**config.mk**
```make
export PLATFORM = sky130hd
export DESIGN_NAME = sensor_minmax_calibrator_top
export DESIGN_NICKNAME = d
export VERILOG_FILES = /design/src/rtl/smmc_pkg.sv /design/src/rtl/smmc_ram.sv /design/src/rtl/smmc_dpath.sv /design/src/rtl/smmc_ctrl.sv /design/src/rtl/sensor_minmax_calibrator_top.sv
export SDC_FILE = /design/constraint.sdc
export NUM_CORES = 1
export LEC_CHECK = 0
export BUFFER_PORTS_ARGS = -buffer_cell sky130_fd_sc_hd__buf_4
export CELL_PAD_IN_SITES_DETAIL_PLACEMENT = 0
export CELL_PAD_IN_SITES_GLOBAL_PLACEMENT = 1
export CORE_ASPECT_RATIO = 1.2
export CORE_MARGIN = 2
export CORE_UTILIZATION = 35
export DETAILED_ROUTE_END_ITERATION = 10
export GPL_ROUTABILITY_DRIVEN = 0
export PLACE_DENSITY_LB_ADDON = 0.08
export SETUP_SLACK_MARGIN = 0.05
export SLEW_MARGIN = 20
export SYNTH_ARGS = -nofsm -noshare
export SYNTH_HDL_FRONTEND = slang
export SYNTH_HIERARCHICAL = 1
export SYNTH_SLANG_ARGS = --single-unit
```
**constraint.sdc**
```tcl
create_clock -name clk_i -period 19.8 [get_ports clk_i]
set_input_delay 3.96 -clock clk_i [delete_from_list [all_inputs] [get_ports clk_i]]
set_output_delay 3.96 -clock clk_i [all_outputs]
set_load 0.01 [all_outputs]
```
**src/rtl/smmc_pkg.sv**
```systemverilog
// Shared types and constants of the sensor min/max calibrator
package smmc_pkg;

  localparam int SampleBits  = 12;
  localparam int ChanBits    = 4;
  localparam int PercentBits = 16;
  localparam int Scale       = 100;
  localparam int ScaleBits   = 7;
  localparam int NumBits     = SampleBits + ScaleBits;
  localparam int CntBits     = $clog2(NumBits);
  localparam int PctMax      = 32767;
  localparam int PctMinMag   = 32768;

  localparam logic ActLearn     = 1'b0;
  localparam logic ActNormalize = 1'b1;

  typedef struct packed {
    logic                  action;
    logic [ChanBits-1:0]   channel;
    logic [SampleBits-1:0] sample;
  } item_t;

  typedef struct packed {
    logic signed [PercentBits-1:0] percent;
    logic                          range_invalid;
    logic [SampleBits-1:0]         low_bound;
    logic [SampleBits-1:0]         high_bound;
  } result_t;

  typedef struct packed {
    logic capture;
    logic fetch;
    logic evaluate;
    logic div_step;
    logic finish;
  } cmd_t;

  typedef struct packed {
    logic div_needed;
  } status_t;

endpackage

```
**src/rtl/smmc_ram.sv**
```systemverilog
// Generic single-port-write, registered-read RAM
module smmc_ram #(
  parameter int WIDTH = 24,
  parameter int DEPTH = 12
) (
  input  logic                                    clk_i,
  input  logic                                    we_i,
  input  logic [(DEPTH > 1 ? $clog2(DEPTH) : 1)-1:0] waddr_i,
  input  logic [WIDTH-1:0]                        wdata_i,
  input  logic                                    re_i,
  input  logic [(DEPTH > 1 ? $clog2(DEPTH) : 1)-1:0] raddr_i,
  output logic [WIDTH-1:0]                        rdata_o
);

  logic [WIDTH-1:0] mem_q [DEPTH];
  logic [WIDTH-1:0] rdata_q;

  always_ff @(posedge clk_i) begin
    if (we_i) begin
      mem_q[waddr_i] <= wdata_i;
    end
    if (re_i) begin
      rdata_q <= mem_q[raddr_i];
    end
  end

  assign rdata_o = rdata_q;

endmodule

```
**src/rtl/smmc_dpath.sv**
```systemverilog
// Datapath: item register, bound store, radix-2 divider and result register
module smmc_dpath #(
  parameter int NUM_CHANNELS = 12
) (
  input  logic              clk_i,
  input  logic              rst_ni,
  input  smmc_pkg::item_t   item_i,
  input  smmc_pkg::cmd_t    cmd_i,
  output smmc_pkg::status_t status_o,
  output smmc_pkg::result_t result_o
);

  localparam int SB = smmc_pkg::SampleBits;
  localparam int NW = smmc_pkg::NumBits;
  localparam int AW = (NUM_CHANNELS > 1) ? $clog2(NUM_CHANNELS) : 1;
  localparam int PB = smmc_pkg::PercentBits;

  smmc_pkg::item_t   item_q;
  smmc_pkg::result_t res_q, res_d;
  logic [NUM_CHANNELS-1:0] valid_q;
  logic [SB-1:0] den_q, den_d;
  logic [SB-1:0] rem_q, rem_d;
  logic [NW-1:0] quo_q, quo_d;
  logic          neg_q, neg_d;

  logic [AW+smmc_pkg::ChanBits-1:0] ch_ext;
  logic [AW-1:0]   addr;
  logic            in_range;
  logic            entry_valid;
  logic [2*SB-1:0] rdata;
  logic [SB-1:0]   lo, hi, new_lo, new_hi, mag;
  logic            learn, wr_en;
  logic [SB:0]     shifted, trial;
  logic [PB-1:0]   pct;

  assign ch_ext   = (AW + smmc_pkg::ChanBits)'(item_q.channel);
  assign addr     = ch_ext[AW-1:0];
  assign in_range = 32'(item_q.channel) < 32'(NUM_CHANNELS);
  assign learn    = (item_q.action == smmc_pkg::ActLearn);

  smmc_ram #(
    .WIDTH(2 * SB),
    .DEPTH(NUM_CHANNELS)
  ) u_store (
    .clk_i  (clk_i),
    .we_i   (wr_en),
    .waddr_i(addr),
    .wdata_i({new_hi, new_lo}),
    .re_i   (cmd_i.fetch & in_range),
    .raddr_i(addr),
    .rdata_o(rdata)
  );

  // unlearned channels read as the reset bounds
  assign entry_valid = in_range & valid_q[addr];
  assign lo     = entry_valid ? rdata[SB-1:0] : {SB{1'b1}};
  assign hi     = entry_valid ? rdata[2*SB-1:SB] : '0;
  assign new_lo = (item_q.sample < lo) ? item_q.sample : lo;
  assign new_hi = (item_q.sample > hi) ? item_q.sample : hi;
  assign wr_en  = cmd_i.evaluate & in_range & learn;
  assign mag    = (item_q.sample < lo) ? (lo - item_q.sample) : (item_q.sample - lo);

  assign status_o.div_needed = ~learn & in_range & (hi > lo);

  assign shifted = {rem_q, quo_q[NW-1]};
  assign trial   = shifted - {1'b0, den_q};

  always_comb begin
    if (!neg_q) begin
      pct = (quo_q > NW'(smmc_pkg::PctMax)) ? PB'(smmc_pkg::PctMax) : quo_q[PB-1:0];
    end else begin
      pct = (quo_q > NW'(smmc_pkg::PctMinMag)) ? PB'(smmc_pkg::PctMinMag)
                                                : (~quo_q[PB-1:0] + PB'(1));
    end
  end

  always_comb begin
    res_d = res_q;
    den_d = den_q;
    rem_d = rem_q;
    quo_d = quo_q;
    neg_d = neg_q;
    if (cmd_i.evaluate) begin
      res_d.percent       = '0;
      res_d.range_invalid = ~learn & ~status_o.div_needed;
      res_d.low_bound     = in_range ? (learn ? new_lo : lo) : '0;
      res_d.high_bound    = in_range ? (learn ? new_hi : hi) : '0;
      den_d = hi - lo;
      rem_d = '0;
      quo_d = NW'(mag) * NW'(smmc_pkg::Scale);
      neg_d = item_q.sample < lo;
    end
    if (cmd_i.div_step) begin
      if (!trial[SB]) begin
        rem_d = trial[SB-1:0];
      end else begin
        rem_d = shifted[SB-1:0];
      end
      quo_d = {quo_q[NW-2:0], ~trial[SB]};
    end
    if (cmd_i.finish) begin
      res_d.percent = pct;
    end
  end

  always_ff @(posedge clk_i) begin
    if (cmd_i.capture) begin
      item_q <= item_i;
    end
    res_q <= res_d;
    den_q <= den_d;
    rem_q <= rem_d;
    quo_q <= quo_d;
    neg_q <= neg_d;
  end

  always_ff @(posedge clk_i or negedge rst_ni) begin
    if (!rst_ni) begin
      valid_q <= '0;
    end else if (wr_en) begin
      valid_q[addr] <= 1'b1;
    end
  end

  assign result_o = res_q;

endmodule

```
**src/rtl/smmc_ctrl.sv**
```systemverilog
// Controller: sequences fetch, evaluate, divide and result strobe
module smmc_ctrl (
  input  logic              clk_i,
  input  logic              rst_ni,
  input  logic              start,
  output logic              busy,
  output logic              result_valid_o,
  input  smmc_pkg::status_t status_i,
  output smmc_pkg::cmd_t    cmd_o
);

  localparam logic [2:0] S_IDLE  = 3'd0;
  localparam logic [2:0] S_FETCH = 3'd1;
  localparam logic [2:0] S_EVAL  = 3'd2;
  localparam logic [2:0] S_DIV   = 3'd3;
  localparam logic [2:0] S_FIN   = 3'd4;
  localparam logic [2:0] S_DONE  = 3'd5;

  localparam int CB = smmc_pkg::CntBits;

  logic [2:0]    state_q, state_d;
  logic [CB-1:0] cnt_q, cnt_d;

  always_comb begin
    state_d = state_q;
    cnt_d   = cnt_q;
    cmd_o   = '0;
    case (state_q)
      S_IDLE, S_DONE: begin
        if (start) begin
          cmd_o.capture = 1'b1;
          state_d = S_FETCH;
        end else begin
          state_d = S_IDLE;
        end
      end
      S_FETCH: begin
        cmd_o.fetch = 1'b1;
        state_d = S_EVAL;
      end
      S_EVAL: begin
        cmd_o.evaluate = 1'b1;
        cnt_d = '0;
        state_d = status_i.div_needed ? S_DIV : S_DONE;
      end
      S_DIV: begin
        cmd_o.div_step = 1'b1;
        cnt_d = cnt_q + CB'(1);
        if (cnt_q == CB'(smmc_pkg::NumBits - 1)) begin
          state_d = S_FIN;
        end
      end
      S_FIN: begin
        cmd_o.finish = 1'b1;
        state_d = S_DONE;
      end
      default: begin
        state_d = S_IDLE;
      end
    endcase
  end

  always_ff @(posedge clk_i or negedge rst_ni) begin
    if (!rst_ni) begin
      state_q <= S_IDLE;
      cnt_q   <= '0;
    end else begin
      state_q <= state_d;
      cnt_q   <= cnt_d;
    end
  end

  assign busy           = ~((state_q == S_IDLE) || (state_q == S_DONE));
  assign result_valid_o = (state_q == S_DONE);

`ifndef SYNTHESIS
  a_accept_busy: assert property (@(posedge clk_i) disable iff (!rst_ni)
    (start && !busy) |=> busy)
    else $error("no busy after accepted transfer");
  a_single_strobe: assert property (@(posedge clk_i) disable iff (!rst_ni)
    result_valid_o |=> !result_valid_o)
    else $error("result strobe longer than one cycle");
  a_div_count: assert property (@(posedge clk_i) disable iff (!rst_ni)
    (state_q == S_DIV) |-> (cnt_q <= CB'(smmc_pkg::NumBits - 1)))
    else $error("divider step count overrun");
  a_fin_after_div: assert property (@(posedge clk_i) disable iff (!rst_ni)
    (state_q == S_FIN) |-> ($past(state_q) == S_DIV))
    else $error("finish without divide");
`endif

endmodule

```
**src/rtl/sensor_minmax_calibrator_top.sv**
```systemverilog
// Top level of the sensor min/max calibrator
// Usage:
//   Drive item_i (action, channel, sample) and raise start; the transfer is
//   taken at a rising edge with start high and busy low.
//   Learn widens the channel's stored bounds; normalize returns
//   (sample - min) * 100 / (max - min), truncated and saturated to 16 bits.
//   Each item gives one result on result_o, marked by result_valid_o for a
//   single cycle; the receiver cannot stall and must take it then.
// Sequence:
//   Learn, invalid range or unknown channel: accept, fetch, evaluate, strobe.
//   Normalize with a valid range: fetch, evaluate, then the one-bit-per-cycle
//   restoring divider over the 19-bit scaled numerator, finish, strobe.
//   A new item may be started in the cycle the strobe is shown.
// Reset:
//   Asynchronous, active low. All channels return to an empty range
//   (min 4095, max 0) through per-channel valid bits; no clearing pass.
module sensor_minmax_calibrator_top #(
  parameter int NUM_CHANNELS = 12
) (
  input  logic              clk_i,
  input  logic              rst_ni,
  input  logic              start,
  output logic              busy,
  input  smmc_pkg::item_t   item_i,
  output logic              result_valid_o,
  output smmc_pkg::result_t result_o
);

  smmc_pkg::cmd_t    cmd;
  smmc_pkg::status_t status;

  smmc_ctrl u_ctrl (
    .clk_i         (clk_i),
    .rst_ni        (rst_ni),
    .start         (start),
    .busy          (busy),
    .result_valid_o(result_valid_o),
    .status_i      (status),
    .cmd_o         (cmd)
  );

  smmc_dpath #(
    .NUM_CHANNELS(NUM_CHANNELS)
  ) u_dpath (
    .clk_i   (clk_i),
    .rst_ni  (rst_ni),
    .item_i  (item_i),
    .cmd_i   (cmd),
    .status_o(status),
    .result_o(result_o)
  );

endmodule

```
==> results of run 1 <==
-- state kept, by name, indices dropped and copies added (netlist names) --
register / count
u_dpath/den_q: 12
u_dpath/u_store/mem_q: 288
u_dpath/item_q: 13
u_ctrl/cnt_q: 5
u_dpath/addr: 4
u_dpath/neg_q: 1
u_dpath/result_o: 41
u_dpath/rem_q: 12
u_dpath/valid_q: 12
u_dpath/quo_q: 19
u_ctrl/state_q: 3
u_dpath/u_store/rdata_o: 24
-- final timing paths --
check	startpoint	endpoint	slack (ps)
min in group asynchronous	rst_ni	u_dpath/valid_q[2]	3270
worst max register to register	u_dpath/addr[3]	u_dpath/quo_q[18]	10850
worst max-delay path	u_dpath/addr[3]	u_dpath/quo_q[18]	10850
worst min-delay path	u_dpath/valid_q[1]	u_dpath/valid_q[1]	450
worst min register to register	u_dpath/valid_q[1]	u_dpath/valid_q[1]	450
max in group asynchronous	rst_ni	u_dpath/valid_q[11]	16310
-- Yosys cell counts (17+ instances only) --
master,number
edfxtp_1,414
nand3_1,23
o21ai_0,43
nor3_1,25
o221ai_1,24
a21oi_1,85
nor2_1,103
mux2i_1,64
ha_1,97
dfrtp_1,20
mux4_2,41
nand2_1,67
a22oi_1,25
clkbuf_1,30
xor2_1,17
inv_1,111
a21o_1,33
xnor2_1,30
-- cells by family after synthesis --
group                      after synthesis  share of synthesized area, %
xor gates and xnor gates                47                         1.964
AOI/OAI and AO/OA                      299                         9.657
buffers and inverters                  174                         3.909
DFF                                    434                         61.69
muxes                                  119                         8.857
adders and majority gates              107                         6.696
and+or+nand+nor                        306                         7.228
-- cell usage in the layout (no fill, tap or decap), types with 8 or more instances in the layout --
cell type / n
mux4_1: 9
nand2_1: 67
a22oi_1: 25
a31oi_1: 9
nand3_1: 23
clkinv_1: 8
fa_1: 9
a311oi_1: 11
nor3_1: 22
xnor2_1: 30
nor2_1: 91
clkbuf_16: 50
a21oi_1: 79
dfrtp_1: 20
nor2_2: 10
o221ai_1: 24
xor2_1: 17
a21o_1: 33
mux2i_1: 57
nor2b_1: 10
inv_1: 111
o21ai_0: 43
ha_1: 97
o2bb2ai_1: 12
buf_4: 88
and2_1: 8
nand2b_1: 9
edfxtp_1: 414
clkbuf_1: 13
mux4_2: 41
-- layout make-up --
cell class	count	area share (%)
clock inverter	25	1.226
inverter	112	1.753
antenna	1	0.01044
clock buffer	64	5.479
tap	800	4.175
sequential	434	53.94
multi-input combinational	878	30.58
timing repair buffer	89	2.839
-- through the flow --
step           power, mW  instance area (um2)  std cells  hold slack, ps
4_1_cts            4.641                23930       2402           456.2
3_5_place_dp       3.700                22320       2313           444.0
2_1_floorplan      3.114                20960       1486           422.6
5_1_grt            4.980                23970       2402           468.7
3_3_place_gp       3.692                22320       2313           439.4
6_report           4.566                23980       2403           452.3
-- power by group through the flow --
stage               clock [mW]  sequential, mW  combinational (mW)
detailed placement           0            1.46                2.24
global route             0.976            1.46                2.54
finish                   0.910            1.44                2.21
CTS                      0.938            1.45                2.26
floorplan                    0            1.42                1.69
global placement             0            1.46                2.23
-- layer usage --
metal,GRT usage [%],share of wire [%],vias to the layer above,wire [um]
met5,0,0,-,0
met4,4.472,2.2,0,1223
met3,2.470,2.8,70,1566
met2,33.01,53,205,29280
met1,21.92,42,6465,23100
li1,-,-,5841,-
==> out/metrics.cfg, run 1 <==
[timing]
fin_skew_ps = 27.96
tightest_slew_ps = 1082
setup_ws_ps = 10850
rsz0062_at_grt = no
max_freq_ghz = 0.1117
slew_viol_final = 0
setup_viol = 0
finalCritPeriodShare_pct = 45.23
relSlewSlack_pct = 27.89
min_period_ps = 8955
timing.setup.tns_ps = 0
hold_viol = 0

[yosys]
synth.cell_area_um2 = 20960
syn_inst = 1486
synth_cell_types = 82
netlist_top_cells_area = edfxtp_1, ha_1, mux4_2
synth_top_area_cell = edfxtp_1
seq_area_frac_synth_pct = 61.69
avgSynthCellArea_um2 = 14.11
syn-num-nets = 1612
ys.flop_type = edfxtp_1
ys_warn_count = 6
synth-seq-cells = 434
synth_edf_count = 414
synth_top_area_share_pct = 59.30
async_flop_share_pct = 4.608

[floorplanning]
coreArea_um2 = 59470
fp.dieW_um = 227.4
ios = 63
num_rows = 98
dieHeight_um = 272.1
initial_core_util_pct = 35.25
die-area_um2 = 61880

[status]
status = finished, final reports clean

[pwr]
power_frac_seq_pct = 31.6
p_sw_mw = 1.770
comb_power_share_pct = 48.5
powerDensity_nw_per_um2 = 190.4
internal-power_mw = 2.796
switching_share_pct = 38.76
p_clk_share_pct = 19.9
ir_worst_vdd_uv = 150.4
p_leak_nw = 8.927

[min_path]
hold_depth = 1
min-delay-path-class = flop to flop

[job]
drv_cap = 0

[setup_path]
slowest_delay_ps = 800
critPathTopFamily = compound AO/OA/AOI/OAI gates
reg2regPathDepth = 29
required_ps = 20110
cp-start-kind = flop
end_kind = flop
worstSetupPathType = flop to flop
critPathBufInv = 4
critical-path-slowest-cell = edfxtp_1
cp_num_cells = 29
arrival_ps = 9260
crit_fanout = 33

[routing]
via_count = 12580
wl_um = 55170
post_drt_via_cell_ratio = 5.236
firstDrtPassIters = 5
drt_iter0_drc = 774
wl_per_cell_um = 22.96
drt.antenna.violating_nets = 0
drc_errors = 0

[clock_network]
root_buffer = clkbuf_16
cts_setup_buffers = 0
numCtsBuffers = 48
clock_sinks = 434
cts_repair_resize_count = 0
cts_tree = built
clock_latency_ps = 590
postCtsHoldBufs = 0
htree_num_levels = 2
clk_pin_slew_ps = 50
clockBufferDepth = 3

[finish]
regArea_um2 = 12930
final_util_pct = 40.32
final_nets = 1689
syn2layout_area_growth_pct = 14.37
multi_input_area_um2 = 7332
fillers = 5508
drive_gt1_share_pct = 16.04

[global_routing]
grt_first_pass_wirelength_um = 81830
grt_max_degree = 109
grt_pass1_vias = 12770
antenna_found_initial = 0
overflow = 0
gr-usage-all-layers_pct = 17.93

[place]
numPortBuffers = 62
dpl.hpwl_um = 36190
post-place-ws_ps = 10770

Note: power is estimated with default switching activity, not from simulation.
==> inputs of run 2 (changes only) <==
==> constraint.sdc (replaced) <==
create_clock -name clk_i -period 7.5 [get_ports clk_i]
set_input_delay 1.5 -clock clk_i [delete_from_list [all_inputs] [get_ports clk_i]]
set_output_delay 1.5 -clock clk_i [all_outputs]
set_load 0.01 [all_outputs]
==> out/metrics.cfg, run 2 (synthesized netlist as in run 1, its figures left out) <==
[status]
status = finished, final reports clean

[setup_path]
critPathBufInv = 4
cp-start-kind = flop
end_kind = flop
arrival_ps = 7220
crit_fanout = 13
slowest_delay_ps = 490
critPathTopFamily = compound AO/OA/AOI/OAI gates
required_ps = 7830
critical-path-slowest-cell = edfxtp_1
worstSetupPathType = flop to flop

[place]
numPortBuffers = 62
dpl-instance-area_um2 = 22520
dpl.hpwl_um = 36930
post-place-ws_ps = 84.89

[timing]
slew_viol_final = 0
min_period_ps = 6889
setup_ws_ps = 611.0
rsz0062_at_grt = no
hold_viol = 0
hold_ws_ps = 450.3
tightest_slew_ps = 1004
fin_skew_ps = 12.88
max_freq_ghz = 0.1452
timing.setup.tns_ps = 0
setup_viol = 0
finalCritPeriodShare_pct = 91.85
relSlewSlack_pct = 33.04

[finish]
final_cell_mix = edfxtp_1, buf_4, inv_1
mostFrequentLayoutCell = edfxtp_1
fillers = 5532
multi_input_area_um2 = 7363
drive_gt1_share_pct = 17.66
regArea_um2 = 12930
largest_register_ffs = 288
regMostFlops = u_dpath/u_store/mem_q
final_nets = 1718
final_area_um2 = 24150
num_antenna_cells = 0
syn2layout_area_growth_pct = 15.18

[clock_network]
htree_num_levels = 2
root_buffer = clkbuf_16
clock_latency_ps = 590
numCtsBuffers = 47
clockBufferDepth = 3
clock_sinks = 434
clk_pin_slew_ps = 60
cts_tree = built

[global_routing]
grt_max_degree = 104
overflow = 0
grt_first_pass_wirelength_um = 83280
gr-usage-all-layers_pct = 18.41
grt_util_met2_pct = 33.45
use_met1_pct = 21.81
grt_pass1_vias = 12920
globalRouteMet3Util_pct = 2.503
grt-busiest-layer = met2
antenna_found_initial = 0

[floorplanning]
ios = 63
initial_core_util_pct = 35.25
dieHeight_um = 272.1
coreArea_um2 = 59470
num_rows = 98
fp.dieW_um = 227.4
die-area_um2 = 61880

[pwr]
total_power_mw = 12.08
powerDensity_nw_per_um2 = 500.2
p_leak_nw = 9.031
ir_worst_vdd_uv = 321.9

[routing]
wl_per_cell_um = 23.22
wl_um = 56300
firstDrtPassIters = 7
drt.antenna.violating_nets = 0
via_count = 12710
drt_iter0_drc = 882
post_drt_via_cell_ratio = 5.241
drc_errors = 0

[job]
drv_cap = 0

[min_path]
min-delay-path-class = flop to flop

==> run 2: path summary, 6_finish.rpt <==
path,end,from,depth (start not counted),slack (ps)
max,u_dpath/quo_q[18],u_dpath/addr[1],30,610
min,u_dpath/valid_q[2],u_dpath/valid_q[2],1,450
max reg2reg,u_dpath/quo_q[18],u_dpath/addr[1],30,610
min reg2reg,u_dpath/valid_q[2],u_dpath/valid_q[2],1,450
max in group asynchronous,u_dpath/valid_q[11],rst_ni,1,6490
min in group asynchronous,u_dpath/valid_q[2],rst_ni,1,790
==> run 2: metal layers <==
| metal | routed length, um | up-vias |
|---|---|---|
| li1 | - | 5901 |
| met1 | 22780 | 6474 |
| met2 | 29490 | 238 |
| met3 | 1828 | 96 |
| met4 | 2199 | 0 |
| met5 | 0 | - |
==> run 2: metrics by stage <==
stage | utilization [%] | cells
2_1_floorplan | - | 1486
3_3_place_gp | 37.86 | 2339
3_5_place_dp | 37.87 | 2339
4_1_cts | 40.44 | 2421
5_1_grt | 40.60 | 2425
6_report | 40.60 | 2425
==> run 2: repair_timing <==
item,CTS,global route
hold buffers,0,0
gates resized for setup,0,8
setup buffers,0,4
setup endpoints to repair,0,5
==> run 2: layout make-up <==
| class | instances | share of cell area, % |
|---|---|---|
| Sequential cell | 434 | 53.56 |
| Multi-Input combinational cell | 878 | 30.49 |
| Clock buffer | 61 | 5.176 |
| Tap cell | 800 | 4.145 |
| Timing Repair Buffer | 119 | 3.751 |
| Inverter | 112 | 1.741 |
| Clock inverter | 21 | 1.135 |
==> run 2: power by group <==
group	switching [mW]	internal, mW	leakage [nW]	total (mW)
combinational	3.48	2.49	4.26	5.98
sequential	0.274	3.51	4.04	3.78
clock	0.966	1.35	0.728	2.32
total	4.72	7.36	9.03	12.1
